===== src/hdl/tsts_pkg.sv =====
package tsts_pkg;

   localparam int CHAR_W   = 8;
   localparam int VALUE_W  = 40;
   localparam int STATUS_W = 2;

   localparam logic [CHAR_W-1:0] CHAR_NUL   = 8'h00;
   localparam logic [CHAR_W-1:0] CHAR_TAB   = 8'h09;
   localparam logic [CHAR_W-1:0] CHAR_NL    = 8'h0a;
   localparam logic [CHAR_W-1:0] CHAR_SPACE = 8'h20;
   localparam logic [CHAR_W-1:0] CHAR_POINT = 8'h2e;
   localparam logic [CHAR_W-1:0] CHAR_ZERO  = 8'h30;
   localparam logic [CHAR_W-1:0] CHAR_NINE  = 8'h39;
   localparam logic [CHAR_W-1:0] CHAR_COLON = 8'h3a;

   typedef enum logic [STATUS_W-1:0] {
      STATUS_OK       = 2'd0,
      STATUS_BAD_CHAR = 2'd1,
      STATUS_TOO_MANY = 2'd2,
      STATUS_OVERFLOW = 2'd3
   } status_type;

   typedef struct packed {
      logic [VALUE_W-1:0] seconds_ms;
      status_type         status;
   } rsp_type;

   function automatic logic [6:0] frac_weight(input logic [1:0] pos);
      logic [6:0] w;
      case (pos)
         2'd0:    w = 7'd100;
         2'd1:    w = 7'd10;
         2'd2:    w = 7'd1;
         default: w = 7'd0;
      endcase
      return w;
   endfunction

endpackage


===== src/hdl/tsts_parse.sv =====
module tsts_parse #(
   parameter int MAX_FIELDS  = 3,
   parameter int FRAC_DIGITS = 3,
   parameter int VAL_W       = 40
) (
   input  logic                        clock,
   input  logic                        reset,
   input  logic                        step,
   input  logic [tsts_pkg::CHAR_W-1:0] char_code,
   output logic                        emit,
   output tsts_pkg::rsp_type           result
);
   import tsts_pkg::*;

   localparam int EW = VAL_W + 7;
   localparam logic [VAL_W-1:0] LIMIT   = '1;
   localparam logic [EW-1:0]    LIMIT_E = EW'(LIMIT);
   localparam logic [1:0]       FC_LAST = 2'(MAX_FIELDS - 1);
   localparam logic [2:0]       FD      = 3'(FRAC_DIGITS);

   logic             in_token_ff, in_token_in;
   logic [VAL_W-1:0] total_ff, total_in;
   logic [VAL_W-1:0] field_ff, field_in;
   logic [1:0]       frac_pos_ff, frac_pos_in;
   logic             point_seen_ff, point_seen_in;
   logic [1:0]       field_count_ff, field_count_in;
   status_type       error_ff, error_in;
   logic             frac_live_ff, frac_live_in;

   logic             ends;
   logic             is_digit;
   logic [3:0]       digit;
   logic [EW-1:0]    total60;
   logic [EW-1:0]    field10;
   logic [EW-1:0]    sum_colon;
   logic [EW-1:0]    sum_int;
   logic [EW-1:0]    sum_frac;
   logic [EW-1:0]    sum_end;

   assign ends = (char_code == CHAR_SPACE) || (char_code == CHAR_TAB) ||
                 (char_code == CHAR_NL) || (char_code == CHAR_NUL);
   assign is_digit = (char_code >= CHAR_ZERO) && (char_code <= CHAR_NINE);
   assign digit    = 4'(char_code - CHAR_ZERO);

   assign total60   = (EW'(total_ff) << 6) - (EW'(total_ff) << 2);
   assign field10   = (EW'(field_ff) << 3) + (EW'(field_ff) << 1);
   assign sum_colon = total60 + EW'(field_ff);
   assign sum_end   = sum_colon;
   assign sum_int   = field10 + EW'(14'(digit) * 14'd1000);
   assign sum_frac  = EW'(field_ff) + EW'(10'(digit) * 10'(frac_weight(frac_pos_ff)));

   assign emit = in_token_ff && ends;

   always_comb begin
      result.status     = error_ff;
      result.seconds_ms = '0;
      if (error_ff == STATUS_OK) begin
         if (sum_end > LIMIT_E) begin
            result.status     = STATUS_OVERFLOW;
            result.seconds_ms = VALUE_W'(LIMIT);
         end else begin
            result.seconds_ms = VALUE_W'(sum_end[VAL_W-1:0]);
         end
      end else if (error_ff == STATUS_OVERFLOW) begin
         result.seconds_ms = VALUE_W'(LIMIT);
      end
   end

   always_comb begin
      in_token_in    = in_token_ff;
      total_in       = total_ff;
      field_in       = field_ff;
      frac_pos_in    = frac_pos_ff;
      point_seen_in  = point_seen_ff;
      field_count_in = field_count_ff;
      error_in       = error_ff;
      frac_live_in   = frac_live_ff;
      if (ends) begin
         in_token_in    = 1'b0;
         total_in       = '0;
         field_in       = '0;
         frac_pos_in    = '0;
         point_seen_in  = 1'b0;
         field_count_in = '0;
         error_in       = STATUS_OK;
         frac_live_in   = 1'b0;
      end else begin
         in_token_in = 1'b1;
         if (error_ff == STATUS_OK) begin
            if (char_code == CHAR_COLON) begin
               if (field_count_ff >= FC_LAST) begin
                  error_in = STATUS_TOO_MANY;
               end else if (sum_colon > LIMIT_E) begin
                  error_in = STATUS_OVERFLOW;
                  total_in = LIMIT;
                  field_in = '0;
               end else begin
                  total_in       = sum_colon[VAL_W-1:0];
                  field_in       = '0;
                  frac_live_in   = 1'b0;
                  frac_pos_in    = '0;
                  field_count_in = field_count_ff + 2'd1;
               end
            end else if (char_code == CHAR_POINT && !point_seen_ff) begin
               point_seen_in = 1'b1;
               frac_live_in  = 1'b1;
               frac_pos_in   = '0;
            end else if (is_digit) begin
               if (frac_live_ff) begin
                  if ({1'b0, frac_pos_ff} < FD && sum_frac > LIMIT_E) begin
                     error_in = STATUS_OVERFLOW;
                     total_in = LIMIT;
                     field_in = '0;
                  end else begin
                     if ({1'b0, frac_pos_ff} < FD) begin
                        field_in = sum_frac[VAL_W-1:0];
                     end
                     if (frac_pos_ff != 2'd3) begin
                        frac_pos_in = frac_pos_ff + 2'd1;
                     end
                  end
               end else if (sum_int > LIMIT_E) begin
                  error_in = STATUS_OVERFLOW;
                  total_in = LIMIT;
                  field_in = '0;
               end else begin
                  field_in = sum_int[VAL_W-1:0];
               end
            end else begin
               error_in = STATUS_BAD_CHAR;
            end
         end
      end
   end

   always_ff @(posedge clock) begin
      if (reset) begin
         in_token_ff    <= 1'b0;
         total_ff       <= '0;
         field_ff       <= '0;
         frac_pos_ff    <= '0;
         point_seen_ff  <= 1'b0;
         field_count_ff <= '0;
         error_ff       <= STATUS_OK;
         frac_live_ff   <= 1'b0;
      end else if (step) begin
         in_token_ff    <= in_token_in;
         total_ff       <= total_in;
         field_ff       <= field_in;
         frac_pos_ff    <= frac_pos_in;
         point_seen_ff  <= point_seen_in;
         field_count_ff <= field_count_in;
         error_ff       <= error_in;
         frac_live_ff   <= frac_live_in;
      end
   end

endmodule


===== src/hdl/tsts_out_reg.sv =====
module tsts_out_reg (
   input  logic                           clock,
   input  logic                           reset,
   input  logic                           load,
   input  tsts_pkg::rsp_type              data,
   output logic                           can_load,
   output logic                           rsp_valid,
   input  logic                           rsp_stall,
   output logic [tsts_pkg::VALUE_W-1:0]   rsp_seconds_ms,
   output logic [tsts_pkg::STATUS_W-1:0]  rsp_status
);
   import tsts_pkg::*;

   logic    valid_ff, valid_in;
   rsp_type data_ff;

   assign can_load = !valid_ff || !rsp_stall;

   always_comb begin
      valid_in = valid_ff;
      if (load) begin
         valid_in = 1'b1;
      end else if (!rsp_stall) begin
         valid_in = 1'b0;
      end
   end

   always_ff @(posedge clock) begin
      if (reset) begin
         valid_ff <= 1'b0;
      end else begin
         valid_ff <= valid_in;
      end
   end

   always_ff @(posedge clock) begin
      if (load) begin
         data_ff <= data;
      end
   end

   assign rsp_valid      = valid_ff;
   assign rsp_seconds_ms = data_ff.seconds_ms;
   assign rsp_status     = data_ff.status;

endmodule


===== src/hdl/time_string_to_seconds_core.sv =====
// time string to seconds converter
// req channel: one character byte per transfer on req_char_code. space, tab
// and newline separate tokens; a token holds digits, colons and one point
// (hh:mm:ss.s, mm:ss.s or ss.s). a separator or nul closes the token.
// rsp channel: one transfer per closed token, rsp_seconds_ms in thousandths
// of a second (saturated on overflow) and rsp_status (ok, bad character,
// too many fields, overflow). separators outside a token give no transfer.
// throughput: one character per cycle save while a closing character waits, set
// by the update of the token accumulators between the input register and the
// result register, into which a closing character's result is then loaded.
// reset clears the input register, the token state and the result register.
// while rsp_stall holds a waiting result, characters that close no token keep
// flowing; a closing character waits in the input register and req_stall rises.
module time_string_to_seconds_core #(
   parameter int MAX_FIELDS  = 3,
   parameter int FRAC_DIGITS = 3,
   parameter int ACC_WIDTH   = 40
) (
   input  logic                           clock,
   input  logic                           reset,
   input  logic                           req_valid,
   output logic                           req_stall,
   input  logic [tsts_pkg::CHAR_W-1:0]    req_char_code,
   output logic                           rsp_valid,
   input  logic                           rsp_stall,
   output logic [tsts_pkg::VALUE_W-1:0]   rsp_seconds_ms,
   output logic [tsts_pkg::STATUS_W-1:0]  rsp_status
);
   import tsts_pkg::*;

   localparam int VAL_W = (ACC_WIDTH < VALUE_W) ? ACC_WIDTH : VALUE_W;
   localparam logic [VALUE_W-1:0] LIMIT = VALUE_W'({VAL_W{1'b1}});

   logic              s1_valid_ff, s1_valid_in;
   logic [CHAR_W-1:0] s1_char_ff;
   logic              step;
   logic              emit;
   logic              can_load;
   rsp_type           result;

   assign step      = s1_valid_ff && (!emit || can_load);
   assign req_stall = s1_valid_ff && !step;

   always_comb begin
      s1_valid_in = s1_valid_ff;
      if (!req_stall) begin
         s1_valid_in = req_valid;
      end
   end

   always_ff @(posedge clock) begin
      if (reset) begin
         s1_valid_ff <= 1'b0;
      end else begin
         s1_valid_ff <= s1_valid_in;
      end
   end

   always_ff @(posedge clock) begin
      if (req_valid && !req_stall) begin
         s1_char_ff <= req_char_code;
      end
   end

   tsts_parse #(
      .MAX_FIELDS  (MAX_FIELDS),
      .FRAC_DIGITS (FRAC_DIGITS),
      .VAL_W       (VAL_W)
   ) u_parse (
      .clock     (clock),
      .reset     (reset),
      .step      (step),
      .char_code (s1_char_ff),
      .emit      (emit),
      .result    (result)
   );

   tsts_out_reg u_out (
      .clock          (clock),
      .reset          (reset),
      .load           (step && emit),
      .data           (result),
      .can_load       (can_load),
      .rsp_valid      (rsp_valid),
      .rsp_stall      (rsp_stall),
      .rsp_seconds_ms (rsp_seconds_ms),
      .rsp_status     (rsp_status)
   );

   a_stall_needs_item: assert property (@(posedge clock) disable iff (reset)
      req_stall |-> s1_valid_ff && emit && rsp_valid && rsp_stall)
      else $error("req_stall without a blocked closing character");

   a_overflow_saturates: assert property (@(posedge clock) disable iff (reset)
      rsp_valid && rsp_status == STATUS_OVERFLOW |-> rsp_seconds_ms == LIMIT)
      else $error("overflow result not saturated");

   a_error_zero_value: assert property (@(posedge clock) disable iff (reset)
      rsp_valid && (rsp_status == STATUS_BAD_CHAR || rsp_status == STATUS_TOO_MANY)
      |-> rsp_seconds_ms == '0)
      else $error("error result carries a value");

   a_blocked_item_held: assert property (@(posedge clock) disable iff (reset)
      req_stall |=> s1_valid_ff && $stable(s1_char_ff))
      else $error("blocked character lost");

endmodule


===== config.mk =====
export PLATFORM = sky130hd
export DESIGN_NAME = time_string_to_seconds_core
export DESIGN_NICKNAME = d
export VERILOG_FILES = /design/src/hdl/tsts_pkg.sv /design/src/hdl/tsts_parse.sv /design/src/hdl/tsts_out_reg.sv /design/src/hdl/time_string_to_seconds_core.sv
export SDC_FILE = /design/constraint.sdc
export NUM_CORES = 1
export LEC_CHECK = 0
export BUFFER_PORTS_ARGS = -buffer_cell sky130_fd_sc_hd__buf_4
export CAP_MARGIN = 0
export CORE_UTILIZATION = 58
export CTS_CLUSTER_SIZE = 30
export DETAILED_ROUTE_END_ITERATION = 7
export PLACE_DENSITY = 0.88
export SLEW_MARGIN = 5
export SYNTH_ARGS = -nofsm -noshare
export SYNTH_HDL_FRONTEND = slang
export SYNTH_HIERARCHICAL = 1
export SYNTH_SLANG_ARGS = --single-unit

===== constraint.sdc =====
create_clock -name clock -period 6.2 [get_ports clock]
set_input_delay 0.62 -clock clock [delete_from_list [all_inputs] [get_ports clock]]
set_output_delay 0.62 -clock clock [all_outputs]
set_load 0.005 [all_outputs]

Word-level counts from Yosys, hierarchy flattened --
Cells that the tools add are included.
Word-level totals: flip-flop bits (word level) 141, input port bits 12, word-level logic and storage cells 150
Operators by class: add/sub/neg operators 8, $mul 2, $lt $le $gt $ge 7, eq/ne operators 21, multiplexer cells 61, reductions and logical operators 38
Operators with widths (number):
- $mux 40 | 22
- $gt 47x40->1 const B | 3
- $mux 2 | 26
- $add 47x14->47 | 1
- $add 47x40->47 | 1
- $sub 46x42->47 | 1
- $add 43x41->44 | 1
- $add 40x11->41 | 1
- $eq 8x6->1 const B | 3
- $pmux 7 s3 | 1
- $eq 8x4->1 const B | 2
- $reduce_bool 4->1 | 4
- $reduce_and 5->1 | 3
- $mux 1 | 12
- $mul 4x7->11 | 1
- $mul 4x7->11 const B | 1
- $ne 5x5->1 const B | 2
- $ge 8x6->1 const B | 1
- $le 8x6->1 const B | 1
- $logic_and 1x1->1 | 8
- $logic_not 8->1 | 1
- $ne 2x1->1 const B | 4
- $reduce_and 8->1 | 1
- $reduce_and 7->1 | 1
- 19 further kinds | 35

Logic depth before layout (Yosys ltp) --
depth in word-level cells 13, mapped depth 27

By module --
The synthesis kept the hierarchy.
Modules (own cells, without submodules):
- tsts_parse | instances 1, cells an instance 1844, area each 13759.4 um^2
- tsts_out_reg | instances 1, cells an instance 46, area each 1293.7 um^2
- time_string_to_seconds_core | instances 1, cells an instance 17, area each 309.0 um^2

Least setup slack after synthesis --
No wires, ideal clock.
path type register to register, start point register s1_char_ff[1], end point register u_parse.total_ff[14], arrival time 6.136 ns, path slack -0.053 ns, cell stages (with the launch flop) 28, buffers on the path 3, clock period less this slack 6.253 ns, path through edfxtp_1 > fa_1 > inv_1 > fa_1 > inv_1 > ha_1 > a21oi_1 > o21bai_1 > a21oi_1 > o21ai_0 > a21oi_1 > xnor2_1 > fa_1 > ha_1 > o21ai_0 > o21ai_0 > o2111ai_1 > o21ai_0 > a21oi_1 > o41ai_1 > mux2_2 > nor4_2 > buf_2 > o21a_1 > buf_4 > nor2_2 > buf_2 > a22o_1
Between the ends: word-level cells in the longest chain between the ends 9, elaborated cells between the ends (all ways) 35, classes of those cells add/sub (3); mul (2); order compare (4); eq/ne (8); mux (3); reduce/logical (15)
Ends and longest elaborated chain:
- start: declaration | RTL line time_string_to_seconds_core.sv:35 | logic [CHAR_W-1:0] s1_char_ff;
- start signal: assignment | RTL line time_string_to_seconds_core.sv:61 | s1_char_ff <= req_char_code;
- branches (longest 9 deep; another with $gt 47x40->1)
- end signal: assignment | RTL line tsts_parse.sv:148 | total_ff <= total_in;
- end: declaration | RTL line tsts_parse.sv:22 | logic [VAL_W-1:0] total_ff, total_in;
Several ways; the timed one is not identified. The select of a mux whose other input is x is not followed. A chain may end at the register's enable or synchronous reset.

Final worst setup path --
start point register s1_char_ff[3], end point register u_parse.total_ff[34]
Same word-level chain as after synthesis.

==> flow_summary.ini <==
[status]
outcome = finished clean

[sta]
period_share_pct = 98.00
period_needed_ns = 6.076
finalWorstSetupSlack_ns = 0.1239
finalHoldViolCount = 0
finalSetupViolCount = 0
slew_viol_final = 0
fmaxAchievable_mhz = 164.6
clock_skew_ns = 0.01433
relSlewSlack_pct = 18.65
worst_pin_slew_ns = 1.219

[setup_path]
critPathCaptureType = register
cp-start-kind = register
worstPathMaxFanout = 7
crit_arrival_ns = 6.39
critPathKind = register to register
cp.required_ns = 6.52

[route]
top_layer = met4
drc = 0
drt-met1-wl_um = 18550
wl_per_cell_um = 20.36
firstDrtPassIters = 7
vias = 15170
vias_per_cell = 6.620
drt_wl_total_um = 46640
route.met3.wl_um = 4636
met2WireLength_um = 21030
ant_nets = 0
drt_iter0_drc = 1932

[synthesis]
yosysTopAreaCell = ha_1
ys_seq_area_share_pct = 21.63
synth_edf_count = 50
synth_ff_type = dfxtp_1
syn_nets = 2150
ys_async_sr_fraction_pct = 0
synth_top_cell_area_share_pct = 13.36
syn_inst = 1907
synth_area_mm2 = 0.01536
syn_area_per_cell_um2 = 8.056
yosysMostFrequentCell = inv_1
synth_warnings = 6
synth_cell_types = 99
synth_common_cells = inv_1, ha_1, a21oi_1, nand2_1, nor2_1
yosys-top-cells-area = ha_1, dfxtp_1, edfxtp_1, fa_1, inv_1
synth.ff_latch_count = 141

[job]
drv_cap = 0

[clock_tree]
ctsRootBufferMaster = clkbuf_16
numCtsBuffers = 17
tritoncts_num_sinks = 141
htreeDepth = 4
clk-insertion-delay-late_ns = 0.43
cts_tree = done
clockBufferDepth = 2
cts.reportedPaths.clkPinSlew_ns = 0.07

[floorplanning]
die_w_um = 164.7
row_count = 59
die_h_um = 164.7
ios = 56
start_util_pct = 59.12
coreArea_mm2 = 0.02598
dieArea_mm2 = 0.02714

[finish]
drive_gt1_share_pct = 10.28
final_util_pct = 65.82
antenna_cells = 0
postLayoutCellArea_mm2 = 0.01710
final_nets = 2186
area_growth_pct = 11.34

[global_route]
overflow = 0
grt_pass1_vias = 14130
antenna_found_initial = 0
grt.total_usage_pct = 33.85
grt_start_max_net_pins = 44
grt_pass1_wl_um = 72370

[hold_path]
hp-class = input pin to register

[place]
gp_congestion = 1.028
dp_hpwl_um = 35300
io_buffer_count = 55
placed_cell_area_mm2 = 0.01615
dp_slack_ns = -0.1754

[pwr]
power_density_mw_per_mm2 = 207.5
finalPower_mw = 3.549
ir_drop_mv = 0.1965
leakagePower_nw = 7.590
[cell type report]
| class | count | area, um2 |
|---|---|---|
| clock buffer | 19 | 432.9 |
| clock inverter | 13 | 191.4 |
| fill | 2064 | 8881 |
| inverter | 241 | 904.6 |
| multi-input combinational | 1436 | 10910 |
| sequential | 141 | 3323 |
| tap | 335 | 419.2 |
| timing repair buffer | 106 | 919.6 |
[per-stage QoR]
step / TNS (ns) / instances / hold slack [ns]
detailed placement: -7.064 / 2247 / 0.4590
CTS: 0 / 2280 / 0.3520
finish: 0 / 2291 / 0.3701
floorplan: 0 / 1907 / 0.4264
global route: -1.635 / 2291 / 0.3503
global placement: 0 / 2247 / 0.4424
[cell families (layout without fill, tap and decap cells)]
family	count (synthesis)	after routing	synth area share, %
AOI/OAI and AO/OA	558	558	24.25
buffers and inverters	330	379	8.519
xor gates and xnor gates	93	93	5.302
DFF	141	141	21.63
and+or+nand+nor	546	546	17.65
muxes	8	8	0.5538
adders and majority gates	231	231	22.09
[power breakdown]
part	switching (mW)	internal, mW
sequential	0.0141	1.01
clock	0.415	0.676
combinational	0.883	0.550
[layer usage]
layer,GRT usage [%],up-vias
li1,-,6889
met1,44.82,7097
met2,53.90,967
met3,5.550,213
met4,15.76,0
met5,0,-
[state kept, by name, summed over array words and instances, names as in the netlist]
register	count
u_parse/frac_live_ff	1
u_parse/point_seen_ff	1
u_parse/frac_pos_ff	2
u_out/rsp_seconds_ms	40
u_parse/field_count_ff	2
s1_char_ff	8
u_parse/error_ff	2
s1_valid_ff	1
u_parse/field_ff	40
u_out/rsp_status	2
u_out/rsp_valid	1
u_parse/total_ff	40
u_parse/in_token_ff	1
[repair_timing]
item,4_1_cts,5_1_grt
setup buffers,1,5
pin swaps,4,22
hold buffers,0,0
setup endpoints to repair,62,81
resized for setup,10,27
gates cloned,0,6
[layout by cell type, fill, tap and decap left out, types with 56 or more instances in the layout]
cell type	Yosys	final
xnor2_1	58	56
nor2_1	119	117
nand2_1	142	142
ha_1	164	159
dfxtp_1	91	91
buf_4	5	92
fa_1	67	65
nand3_1	59	59
o21ai_0	113	107
inv_1	241	240
a21oi_1	146	144
[worst paths after layout]
path	start	cells after the start	end	slack, ns
hold / removal	req_char_code[5]	1	s1_char_ff[5]	0.37
setup / recovery	s1_char_ff[3]	27	u_parse/total_ff[34]	0.12
hold reg to reg	u_parse/in_token_ff	1	u_parse/in_token_ff	0.48
setup reg to reg	s1_char_ff[3]	27	u_parse/total_ff[34]	0.12
[worst max-delay path, cell delays in order, from the launching register on]
cell	delay [ns]
edfxtp_1	0.42
fa_1	0.59
inv_1	0.08
fa_1	0.51
inv_1	0.07
ha_4	0.24
a21oi_4	0.16
o21bai_1	0.09
a21oi_1	0.18
o21ai_1	0.08
a21oi_1	0.15
xnor2_1	0.18
fa_1	0.50
ha_4	0.19
a21oi_1	0.15
o21ai_1	0.12
a31oi_2	0.21
o21ai_1	0.13
a32o_1	0.28
a311oi_2	0.38
xnor2_2	0.17
nor4_4	0.07
buf_6	0.16
o21ai_4	0.21
a21oi_4	0.08
buf_12	0.16
clkbuf_16	0.16
a22o_1	0.24
Note: power is estimated with default switching activity, not from simulation.
